## config.mk

```make
export PLATFORM = sky130hd
export DESIGN_NAME = dns_txt_response_extractor
export DESIGN_NICKNAME = d
export VERILOG_FILES = /design/src/rtl/dtre_pkg.sv /design/src/rtl/dtre_in_reg.sv /design/src/rtl/dtre_parser.sv /design/src/rtl/dtre_out_reg.sv /design/src/rtl/dns_txt_response_extractor.sv
export SDC_FILE = /design/constraint.sdc
export NUM_CORES = 1
export LEC_CHECK = 0
export BUFFER_PORTS_ARGS = -buffer_cell sky130_fd_sc_hd__clkbuf_2
export CELL_PAD_IN_SITES_DETAIL_PLACEMENT = 1
export CELL_PAD_IN_SITES_GLOBAL_PLACEMENT = 1
export CORE_ASPECT_RATIO = 1.2
export CORE_MARGIN = 4
export CORE_UTILIZATION = 42
export DETAILED_ROUTE_END_ITERATION = 8
export PLACE_DENSITY_LB_ADDON = 0.08
export RECOVER_POWER = 25
export REMOVE_ABC_BUFFERS = 1
export SLEW_MARGIN = 20
export SYNTH_ARGS = -nofsm -noshare
export SYNTH_HDL_FRONTEND = slang
export SYNTH_SLANG_ARGS = --single-unit
```

## constraint.sdc

```tcl
create_clock -name i_clk -period 2.8 [get_ports i_clk]
set_input_delay 0.56 -clock i_clk [delete_from_list [all_inputs] [get_ports i_clk]]
set_output_delay 0.56 -clock i_clk [all_outputs]
set_load 0.1 [all_outputs]
```

## src/rtl/dtre_pkg.sv

```systemverilog
// Types and constants of the DNS TXT response extractor.
package dtre_pkg;

    localparam logic [7:0]  PTR_MASK   = 8'hC0;
    localparam logic [15:0] TXT_TYPE   = 16'd16;
    localparam logic [3:0]  HEADER_LAST = 4'd11;
    localparam logic [3:0]  QFIXED_LEN = 4'd4;
    localparam logic [3:0]  AFIXED_LEN = 4'd10;
    localparam logic [3:0]  HDR_QD_HI  = 4'd4;
    localparam logic [3:0]  HDR_QD_LO  = 4'd5;
    localparam logic [3:0]  HDR_AN_HI  = 4'd6;
    localparam logic [3:0]  HDR_AN_LO  = 4'd7;
    localparam logic [3:0]  AFIX_KIND_LAST = 4'd1;
    localparam logic [3:0]  AFIX_RDLEN_FIRST = 4'd8;

    typedef enum logic [12:0] {
        PH_HEADER  = 13'b0000000000001,
        PH_QNAME   = 13'b0000000000010,
        PH_QLABEL  = 13'b0000000000100,
        PH_QPTR    = 13'b0000000001000,
        PH_QFIXED  = 13'b0000000010000,
        PH_ANAME   = 13'b0000000100000,
        PH_ALABEL  = 13'b0000001000000,
        PH_APTR    = 13'b0000010000000,
        PH_AFIXED  = 13'b0000100000000,
        PH_TXTLEN  = 13'b0001000000000,
        PH_TXTCHAR = 13'b0010000000000,
        PH_RSKIP   = 13'b0100000000000,
        PH_TRAIL   = 13'b1000000000000
    } t_phase;

    typedef enum logic [1:0] {
        ST_COMPLETE  = 2'd0,
        ST_SHORT     = 2'd1,
        ST_TRUNCATED = 2'd2
    } t_status;

    typedef struct packed {
        logic [7:0] message_byte;
        logic       final_byte;
    } t_in_item;

    typedef struct packed {
        logic [7:0] text_byte;
        logic       text_valid;
        logic       message_done;
        t_status    end_status;
    } t_result;

endpackage

```

## src/rtl/dtre_in_reg.sv

```systemverilog
// Input register stage holding one message byte for the parser.
module dtre_in_reg (
    input  logic              i_clk,
    input  logic              i_rst_n,
    input  logic              i_valid,
    output logic              o_ready,
    input  dtre_pkg::t_in_item i_item,
    output logic              o_valid,
    output dtre_pkg::t_in_item o_item,
    input  logic              i_take
);

    logic               r_valid;
    dtre_pkg::t_in_item r_item;

    assign o_ready = !r_valid || i_take;
    assign o_valid = r_valid;
    assign o_item  = r_item;

    always_ff @(posedge i_clk) begin
        if (!i_rst_n) begin
            r_valid <= 1'b0;
        end else if (o_ready) begin
            r_valid <= i_valid;
        end
    end

    always_ff @(posedge i_clk) begin
        if (o_ready && i_valid) begin
            r_item <= i_item;
        end
    end

endmodule

```

## src/rtl/dtre_parser.sv

```systemverilog
// Message parse state and per-byte next-state logic.
module dtre_parser (
    input  logic               i_clk,
    input  logic               i_rst_n,
    input  logic               i_advance,
    input  dtre_pkg::t_in_item i_item,
    output dtre_pkg::t_result  o_result,
    output logic               o_has_result
);

    dtre_pkg::t_phase r_phase, n_phase;
    logic [3:0]  r_hdr_pos, n_hdr_pos;
    logic [15:0] r_q_left, n_q_left;
    logic [15:0] r_a_left, n_a_left;
    logic [7:0]  r_skip_left, n_skip_left;
    logic [15:0] r_rec_kind, n_rec_kind;
    logic [15:0] r_rdl, n_rdl;
    logic [7:0]  r_str_left, n_str_left;
    logic [3:0]  r_ffp, n_ffp;

    logic [7:0]  b;
    logic        text_valid;
    logic [15:0] a_dec;
    logic [15:0] q_dec;
    logic [15:0] rdl_dec;
    logic [7:0]  skip_dec;
    logic [7:0]  str_dec;
    logic [3:0]  ffp_inc;
    logic [15:0] rdl_shift;
    dtre_pkg::t_phase ph_after_answer;
    dtre_pkg::t_phase ph_enter_answers;
    dtre_pkg::t_status status;

    assign b        = i_item.message_byte;
    assign a_dec    = r_a_left - 16'd1;
    assign q_dec    = r_q_left - 16'd1;
    assign rdl_dec  = r_rdl - 16'd1;
    assign skip_dec = r_skip_left - 8'd1;
    assign str_dec  = r_str_left - 8'd1;
    assign ffp_inc  = r_ffp + 4'd1;
    assign rdl_shift = (r_ffp >= dtre_pkg::AFIX_RDLEN_FIRST) ? {r_rdl[7:0], b} : r_rdl;
    assign ph_after_answer  = (a_dec != 16'd0) ? dtre_pkg::PH_ANAME : dtre_pkg::PH_TRAIL;
    assign ph_enter_answers = (r_a_left != 16'd0) ? dtre_pkg::PH_ANAME : dtre_pkg::PH_TRAIL;

    always_comb begin
        n_phase     = r_phase;
        n_hdr_pos   = r_hdr_pos;
        n_q_left    = r_q_left;
        n_a_left    = r_a_left;
        n_skip_left = r_skip_left;
        n_rec_kind  = r_rec_kind;
        n_rdl       = r_rdl;
        n_str_left  = r_str_left;
        n_ffp       = r_ffp;
        text_valid  = 1'b0;

        unique case (r_phase)
            dtre_pkg::PH_HEADER: begin
                if (r_hdr_pos == dtre_pkg::HDR_QD_HI || r_hdr_pos == dtre_pkg::HDR_QD_LO) begin
                    n_q_left = {r_q_left[7:0], b};
                end else if (r_hdr_pos == dtre_pkg::HDR_AN_HI ||
                             r_hdr_pos == dtre_pkg::HDR_AN_LO) begin
                    n_a_left = {r_a_left[7:0], b};
                end
                if (r_hdr_pos == dtre_pkg::HEADER_LAST) begin
                    n_hdr_pos = 4'd0;
                    n_phase   = (r_q_left != 16'd0) ? dtre_pkg::PH_QNAME : ph_enter_answers;
                end else begin
                    n_hdr_pos = r_hdr_pos + 4'd1;
                end
            end
            dtre_pkg::PH_QNAME, dtre_pkg::PH_ANAME: begin
                if (b == 8'd0) begin
                    n_ffp   = 4'd0;
                    n_phase = (r_phase == dtre_pkg::PH_QNAME) ?
                              dtre_pkg::PH_QFIXED : dtre_pkg::PH_AFIXED;
                end else if ((b & dtre_pkg::PTR_MASK) == dtre_pkg::PTR_MASK) begin
                    n_phase = (r_phase == dtre_pkg::PH_QNAME) ?
                              dtre_pkg::PH_QPTR : dtre_pkg::PH_APTR;
                end else begin
                    n_skip_left = b;
                    n_phase = (r_phase == dtre_pkg::PH_QNAME) ?
                              dtre_pkg::PH_QLABEL : dtre_pkg::PH_ALABEL;
                end
            end
            dtre_pkg::PH_QLABEL, dtre_pkg::PH_ALABEL: begin
                n_skip_left = skip_dec;
                if (skip_dec == 8'd0) begin
                    n_phase = (r_phase == dtre_pkg::PH_QLABEL) ?
                              dtre_pkg::PH_QNAME : dtre_pkg::PH_ANAME;
                end
            end
            dtre_pkg::PH_QPTR: begin
                n_ffp   = 4'd0;
                n_phase = dtre_pkg::PH_QFIXED;
            end
            dtre_pkg::PH_APTR: begin
                n_ffp   = 4'd0;
                n_phase = dtre_pkg::PH_AFIXED;
            end
            dtre_pkg::PH_QFIXED: begin
                n_ffp = ffp_inc;
                if (ffp_inc >= dtre_pkg::QFIXED_LEN) begin
                    n_ffp    = 4'd0;
                    n_q_left = q_dec;
                    n_phase  = (q_dec != 16'd0) ? dtre_pkg::PH_QNAME : ph_enter_answers;
                end
            end
            dtre_pkg::PH_AFIXED: begin
                if (r_ffp <= dtre_pkg::AFIX_KIND_LAST) begin
                    n_rec_kind = {r_rec_kind[7:0], b};
                end
                n_rdl = rdl_shift;
                n_ffp = ffp_inc;
                if (ffp_inc >= dtre_pkg::AFIXED_LEN) begin
                    n_ffp = 4'd0;
                    if (rdl_shift == 16'd0) begin
                        n_a_left = a_dec;
                        n_phase  = ph_after_answer;
                    end else begin
                        n_phase = (r_rec_kind == dtre_pkg::TXT_TYPE) ?
                                  dtre_pkg::PH_TXTLEN : dtre_pkg::PH_RSKIP;
                    end
                end
            end
            dtre_pkg::PH_TXTLEN: begin
                n_str_left = b;
                n_rdl      = rdl_dec;
                if (rdl_dec == 16'd0) begin
                    n_a_left = a_dec;
                    n_phase  = ph_after_answer;
                end else if (b != 8'd0) begin
                    n_phase = dtre_pkg::PH_TXTCHAR;
                end
            end
            dtre_pkg::PH_TXTCHAR: begin
                text_valid = 1'b1;
                n_str_left = str_dec;
                n_rdl      = rdl_dec;
                if (rdl_dec == 16'd0) begin
                    n_a_left = a_dec;
                    n_phase  = ph_after_answer;
                end else if (str_dec == 8'd0) begin
                    n_phase = dtre_pkg::PH_TXTLEN;
                end
            end
            dtre_pkg::PH_RSKIP: begin
                n_rdl = rdl_dec;
                if (rdl_dec == 16'd0) begin
                    n_a_left = a_dec;
                    n_phase  = ph_after_answer;
                end
            end
            dtre_pkg::PH_TRAIL: begin
                n_phase = dtre_pkg::PH_TRAIL;
            end
            default: begin
                n_phase = dtre_pkg::PH_TRAIL;
            end
        endcase
    end

    always_comb begin
        priority if (n_phase == dtre_pkg::PH_TRAIL) begin
            status = dtre_pkg::ST_COMPLETE;
        end else if (n_phase == dtre_pkg::PH_HEADER) begin
            status = dtre_pkg::ST_SHORT;
        end else begin
            status = dtre_pkg::ST_TRUNCATED;
        end
    end

    always_comb begin
        o_result.text_byte    = text_valid ? b : 8'd0;
        o_result.text_valid   = text_valid;
        o_result.message_done = i_item.final_byte;
        o_result.end_status   = i_item.final_byte ? status : dtre_pkg::ST_COMPLETE;
        o_has_result          = text_valid || i_item.final_byte;
    end

    always_ff @(posedge i_clk) begin
        if (!i_rst_n || (i_advance && i_item.final_byte)) begin
            r_phase     <= dtre_pkg::PH_HEADER;
            r_hdr_pos   <= 4'd0;
            r_q_left    <= 16'd0;
            r_a_left    <= 16'd0;
            r_skip_left <= 8'd0;
            r_rec_kind  <= 16'd0;
            r_rdl       <= 16'd0;
            r_str_left  <= 8'd0;
            r_ffp       <= 4'd0;
        end else if (i_advance) begin
            r_phase     <= n_phase;
            r_hdr_pos   <= n_hdr_pos;
            r_q_left    <= n_q_left;
            r_a_left    <= n_a_left;
            r_skip_left <= n_skip_left;
            r_rec_kind  <= n_rec_kind;
            r_rdl       <= n_rdl;
            r_str_left  <= n_str_left;
            r_ffp       <= n_ffp;
        end
    end

endmodule

```

## src/rtl/dtre_out_reg.sv

```systemverilog
// Result register driving the output stream.
module dtre_out_reg (
    input  logic              i_clk,
    input  logic              i_rst_n,
    input  logic              i_load,
    input  dtre_pkg::t_result i_result,
    output logic              o_space,
    output logic              o_valid,
    input  logic              i_ready,
    output dtre_pkg::t_result o_result
);

    logic              r_valid;
    dtre_pkg::t_result r_result;

    assign o_space  = !r_valid || i_ready;
    assign o_valid  = r_valid;
    assign o_result = r_result;

    always_ff @(posedge i_clk) begin
        if (!i_rst_n) begin
            r_valid <= 1'b0;
        end else if (o_space) begin
            r_valid <= i_load;
        end
    end

    always_ff @(posedge i_clk) begin
        if (o_space && i_load) begin
            r_result <= i_result;
        end
    end

endmodule

```

## src/rtl/dns_txt_response_extractor.sv

```systemverilog
// Top level of the DNS TXT response extractor.
// Takes a DNS response one byte per transfer (tlast on the final byte), skips the header,
// questions and non-TXT answers, and emits each character of every TXT string as one
// output transfer. The final byte always yields a transfer with tlast set and the end
// status in tuser: complete, shorter than a header, or ended inside a section; all parse
// state then returns to its reset value for the next message. Transfers for other bytes
// are dropped. Throughput is one byte per cycle unless the output stalls; each byte passes
// the input register, the combinational parse logic and the result register. s_axis_tready
// follows m_axis_tready combinationally when both the input and result registers are full.
module dns_txt_response_extractor (
    input  logic       i_clk,
    input  logic       i_rst_n,
    input  logic       s_axis_tvalid,
    output logic       s_axis_tready,
    input  logic [7:0] s_axis_tdata,   // [7:0] message_byte
    input  logic       s_axis_tlast,   // final_byte
    output logic       m_axis_tvalid,
    input  logic       m_axis_tready,
    output logic [7:0] m_axis_tdata,   // [7:0] text_byte
    output logic [2:0] m_axis_tuser,   // [0] text_valid, [2:1] end_status
    output logic       m_axis_tlast    // message_done
);

    dtre_pkg::t_in_item in_item;
    dtre_pkg::t_in_item stage_item;
    dtre_pkg::t_result  parse_result;
    dtre_pkg::t_result  out_result;
    logic stage_valid;
    logic has_result;
    logic out_space;
    logic advance;

    assign in_item.message_byte = s_axis_tdata;
    assign in_item.final_byte   = s_axis_tlast;
    assign advance = stage_valid && out_space;

    dtre_in_reg u_in_reg (
        .i_clk   (i_clk),
        .i_rst_n (i_rst_n),
        .i_valid (s_axis_tvalid),
        .o_ready (s_axis_tready),
        .i_item  (in_item),
        .o_valid (stage_valid),
        .o_item  (stage_item),
        .i_take  (advance)
    );

    dtre_parser u_parser (
        .i_clk        (i_clk),
        .i_rst_n      (i_rst_n),
        .i_advance    (advance),
        .i_item       (stage_item),
        .o_result     (parse_result),
        .o_has_result (has_result)
    );

    dtre_out_reg u_out_reg (
        .i_clk    (i_clk),
        .i_rst_n  (i_rst_n),
        .i_load   (advance && has_result),
        .i_result (parse_result),
        .o_space  (out_space),
        .o_valid  (m_axis_tvalid),
        .i_ready  (m_axis_tready),
        .o_result (out_result)
    );

    assign m_axis_tdata = out_result.text_byte;
    assign m_axis_tuser = {out_result.end_status, out_result.text_valid};
    assign m_axis_tlast = out_result.message_done;

endmodule

```

==> summary.txt <==
Critical path
  • Startpoint types: register
  • Worst EP required: 2980 ps
  • CP cell instances: buf_4, nor4_4, buf_4, buf_4, and4b_2, o311ai_4, nor4b_4, a22oi_2, o211a_1, and3_1
  • Worst-path maximum fanout: 5
  • Critical-path top delay cell: nor4_4
  • Most used cell, CP: buf_4
  • Max incr delay on CP: 420 ps
  • Worst path arrival time: 2950 ps
  • Worst setup EP type: register
  • Critical path class: register to register

Power and ir drop
  • Static Leakage: 0.00372 uW
  • Max VDD drop: between 0.4 and 0.5 mV
  • Clock power share: about half
  • Psw: about 1200 uW
  • Pwr Total: approximately 4500 uW
  • Logic pwr share: slightly below 9%
  • Switching share of power: 27.2%
  • Internal power: 3240 uW
  • Seq pwr share: around two fifths
  • Cell Pwr Density: about 450 mW/mm2

Clock network
  • H-Tree Depth: 4
  • Cts hold-fix bufs: 0
  • Clock latency on the worst-skew pair: 430 ps
  • CTS Buf Count: 17
  • CTS Sinks: between 100 and 150
  • Root Buffer: clkbuf_16
  • CTS tree: built
  • Clock-pin transition on the worst setup and hold timing paths: ~60 ps
  • CTS max path bufs: 2

Timing
  • Part of the cycle the worst path needs: about 99%
  • Max Freq: 362 MHz
  • Final setup vio count: 0
  • RSZ-0062 raised after global routing: true
  • Clock skew after layout: between 10 and 15 ps
  • Final Critical Period: around 2800 ps
  • Slew HR: between 15 and 20%
  • Slew @ Worst Pin: roughly 1200 ps
  • Final setup TNS: 0 ps
  • Max Slew Vio Count: 0
  • Final-report hold violation count: 0

Logic synthesis
  • Cells after Synth: between 1k and 1.5k
  • Post-Syn Area: between 0.007 and 0.008 mm2
  • EDFF count, synth: 21
  • Post-synth ARST share: 0%
  • Post-synthesis sequential area ratio: between 30% and 40%
  • Post-synthesis average cell area: 7.59 um2
  • Post-synth cell types: 86
  • Ys flop type: dfxtp_1
  • Synth warn: 0
  • Flops & latches, synth: 124

Route
  • Final WL: ~28 mm
  • Wire per inst: about 20 um
  • First-iteration detailed-routing DRC count: ~360
  • DRC errors left: 0
  • Post-route ant nets: 0
  • Drt via density: slightly below 6
  • Pre-antenna DRT Iters: 5
  • Vias: roughly 8.3k

GRT
  • Vias in the first global route: 8548
  • Antenna violations before repair: 0
  • Largest net degree at the start of global routing: 45
  • Tot GR Track Use: a little over a quarter
  • First-pass GRT wire length: about 45 mm
  • GR Overflow Total: 0

Floorplan
  • Ports: 27
  • Core area: ~0.019 mm2
  • Starting density of the core: 42.5%
  • DIE WIDTH: approximately 130 um
  • Die ar.: around 0.021 mm2
  • FP Rows: 55
  • Die Ht: 159 um

Finish
  • Net count reported at finish: between 1k and 1.5k
  • Non-Filler Instances: ~1.4k
  • Area grow syn2layout: 22.9%
  • Share of layout cells above drive strength 1: between 10% and 20%
  • ANT cells: 0
  • Commonest cells after routing, fill and taps aside: 142 x nand2_1, 117 x buf_4, 108 x nor2_1
  • Commonest non-fill, non-tap cell in the layout: nand2_1

Placed design
  • GPL Wtd Cong: around 0.89
  • Placed cells: 1380
  • Port Buffers: 26
  • Hpwl dp: between 15 and 20 mm

Min path
  • HP Class: primary input to register

Run status
  • Status: complete, no violations

Flow run
  • Number of max-cap violations: 0
-- routing by layer --
| metal | global-route usage, % | part of all wire, % |
|---|---|---|
| met1 | 33.9 | 45 |
| met2 | 46.2 | 50 |
| met3 | 3.54 | 2.7 |
| met4 | 7.16 | 1.8 |
| met5 | 0 | 0 |
-- power groups by stage --
stage,sequential [uW],combinational [uW],clock [uW]
floorplan,1930,171,0
global route,1860,415,2340
finish,1860,387,2210
global placement,1890,377,0
CTS,1850,385,2250
detailed placement,1890,382,0
-- cell families after synthesis --
| family | after synthesis | share of synthesized area [%] |
|---|---|---|
| simple gates | 496 | 32.3 |
| compound gates | 282 | 22.2 |
| flops | 124 | 33.7 |
| buf+inv | 97 | 4.92 |
| xor+xnor | 22 | 2.41 |
| fa+ha+maj | 18 | 2.82 |
| mux | 13 | 1.66 |
-- synth_stat cells (4+ instances only) --
cell type,count,area (um2)
a211oi_1,6,45.0
a21o_1,8,60.1
a21oi_1,103,515
a22oi_1,5,37.5
a31oi_1,5,31.3
and2_1,12,75.1
and3_1,12,75.1
and4b_1,4,40.0
buf_2,8,40.0
clkbuf_1,58,218
dfxtp_1,103,2060
edfxtp_1,21,631
ha_1,18,225
inv_1,23,86.3
mux2i_1,11,110
nand2_1,144,541
nand2b_1,15,93.8
nand3_1,36,180
nand3b_1,7,52.6
nand4_1,15,93.8
nand4b_1,4,35.0
nor2_1,110,413
nor2b_1,12,75.1
nor3_1,38,190
nor3b_1,11,82.6
nor4_1,25,156
nor4b_1,4,35.0
o211ai_1,8,60.1
o21a_1,6,45.0
o21ai_0,67,335
o21ai_1,8,40.0
o221ai_1,9,78.8
o22ai_1,8,50.1
o31ai_1,8,60.1
or3_1,13,81.3
or4_1,9,67.6
xnor2_1,15,131
xor2_1,7,61.3
-- per-stage QoR --
| step | utilization (%) | setup WS [ps] | hold slack, ps | area [um2] |
|---|---|---|---|---|
| after floorplan | - | -677 | 432 | 7690 |
| after detailed placement | 48.3 | 6.33 | 445 | 9070 |
| after CTS | 51.4 | 41.0 | 291 | 9660 |
| after global routing | 52.3 | -124 | 286 | 9820 |
| final | 52.3 | 34.3 | 300 | 9820 |
| after global placement | 48.3 | 102 | 438 | 9070 |
-- final timing paths --
check / end / cells past startpoint / startpoint / slack [ps]
worst max-delay path: u_out_reg.o_result[1] / 10 / u_parser.r_rdl[4] / 30
worst min-delay path: u_in_reg.o_item[7] / 1 / s_axis_tdata[6] / 300
worst max register to register: u_out_reg.o_result[1] / 10 / u_parser.r_rdl[4] / 30
worst min register to register: u_parser.r_rec_kind[8] / 2 / u_parser.r_rec_kind[8] / 450
-- layout make-up --
type	count	area [um2]
Tap cell	256	320
Inverter	25	93.8
Timing Repair Buffer	149	1080
Fill cell	2315	8970
Clock buffer	18	450
Multi-Input combinational cell	831	5040
Clock inverter	14	134
Sequential cell	124	2700
-- what timing repair did --
item                       in CTS  in global routing
gates cloned                    0                  0
hold endpoints to repair        0                  0
gates resized for setup         1                 35
pin swaps                       1                 15
setup endpoints to repair       3                 21
buffers inserted                0                  5
-- flip-flops by register name (all words and copies together) (netlist names) --
register,flops
u_parser.r_phase,13
u_parser.r_rdl,16
u_parser.r_ffp,4
u_parser.r_hdr_pos,4
u_parser.r_str_left,8
u_parser.r_q_left,16
u_parser.r_rec_kind,16
u_out_reg.o_valid,1
u_in_reg.o_valid,1
u_parser.r_a_left,16
u_parser.r_skip_left,8
u_out_reg.o_result,12
u_in_reg.o_item,9
-- worst max-delay path: cells and delay by family, from the launching register on --
family	cells	cell delay, ps
AOI/OAI and AO/OA	3	530
buffers and inverters	3	450
DFF	1	330
and+or+nand+nor	4	1200
Power figures use the tool's default switching activity.
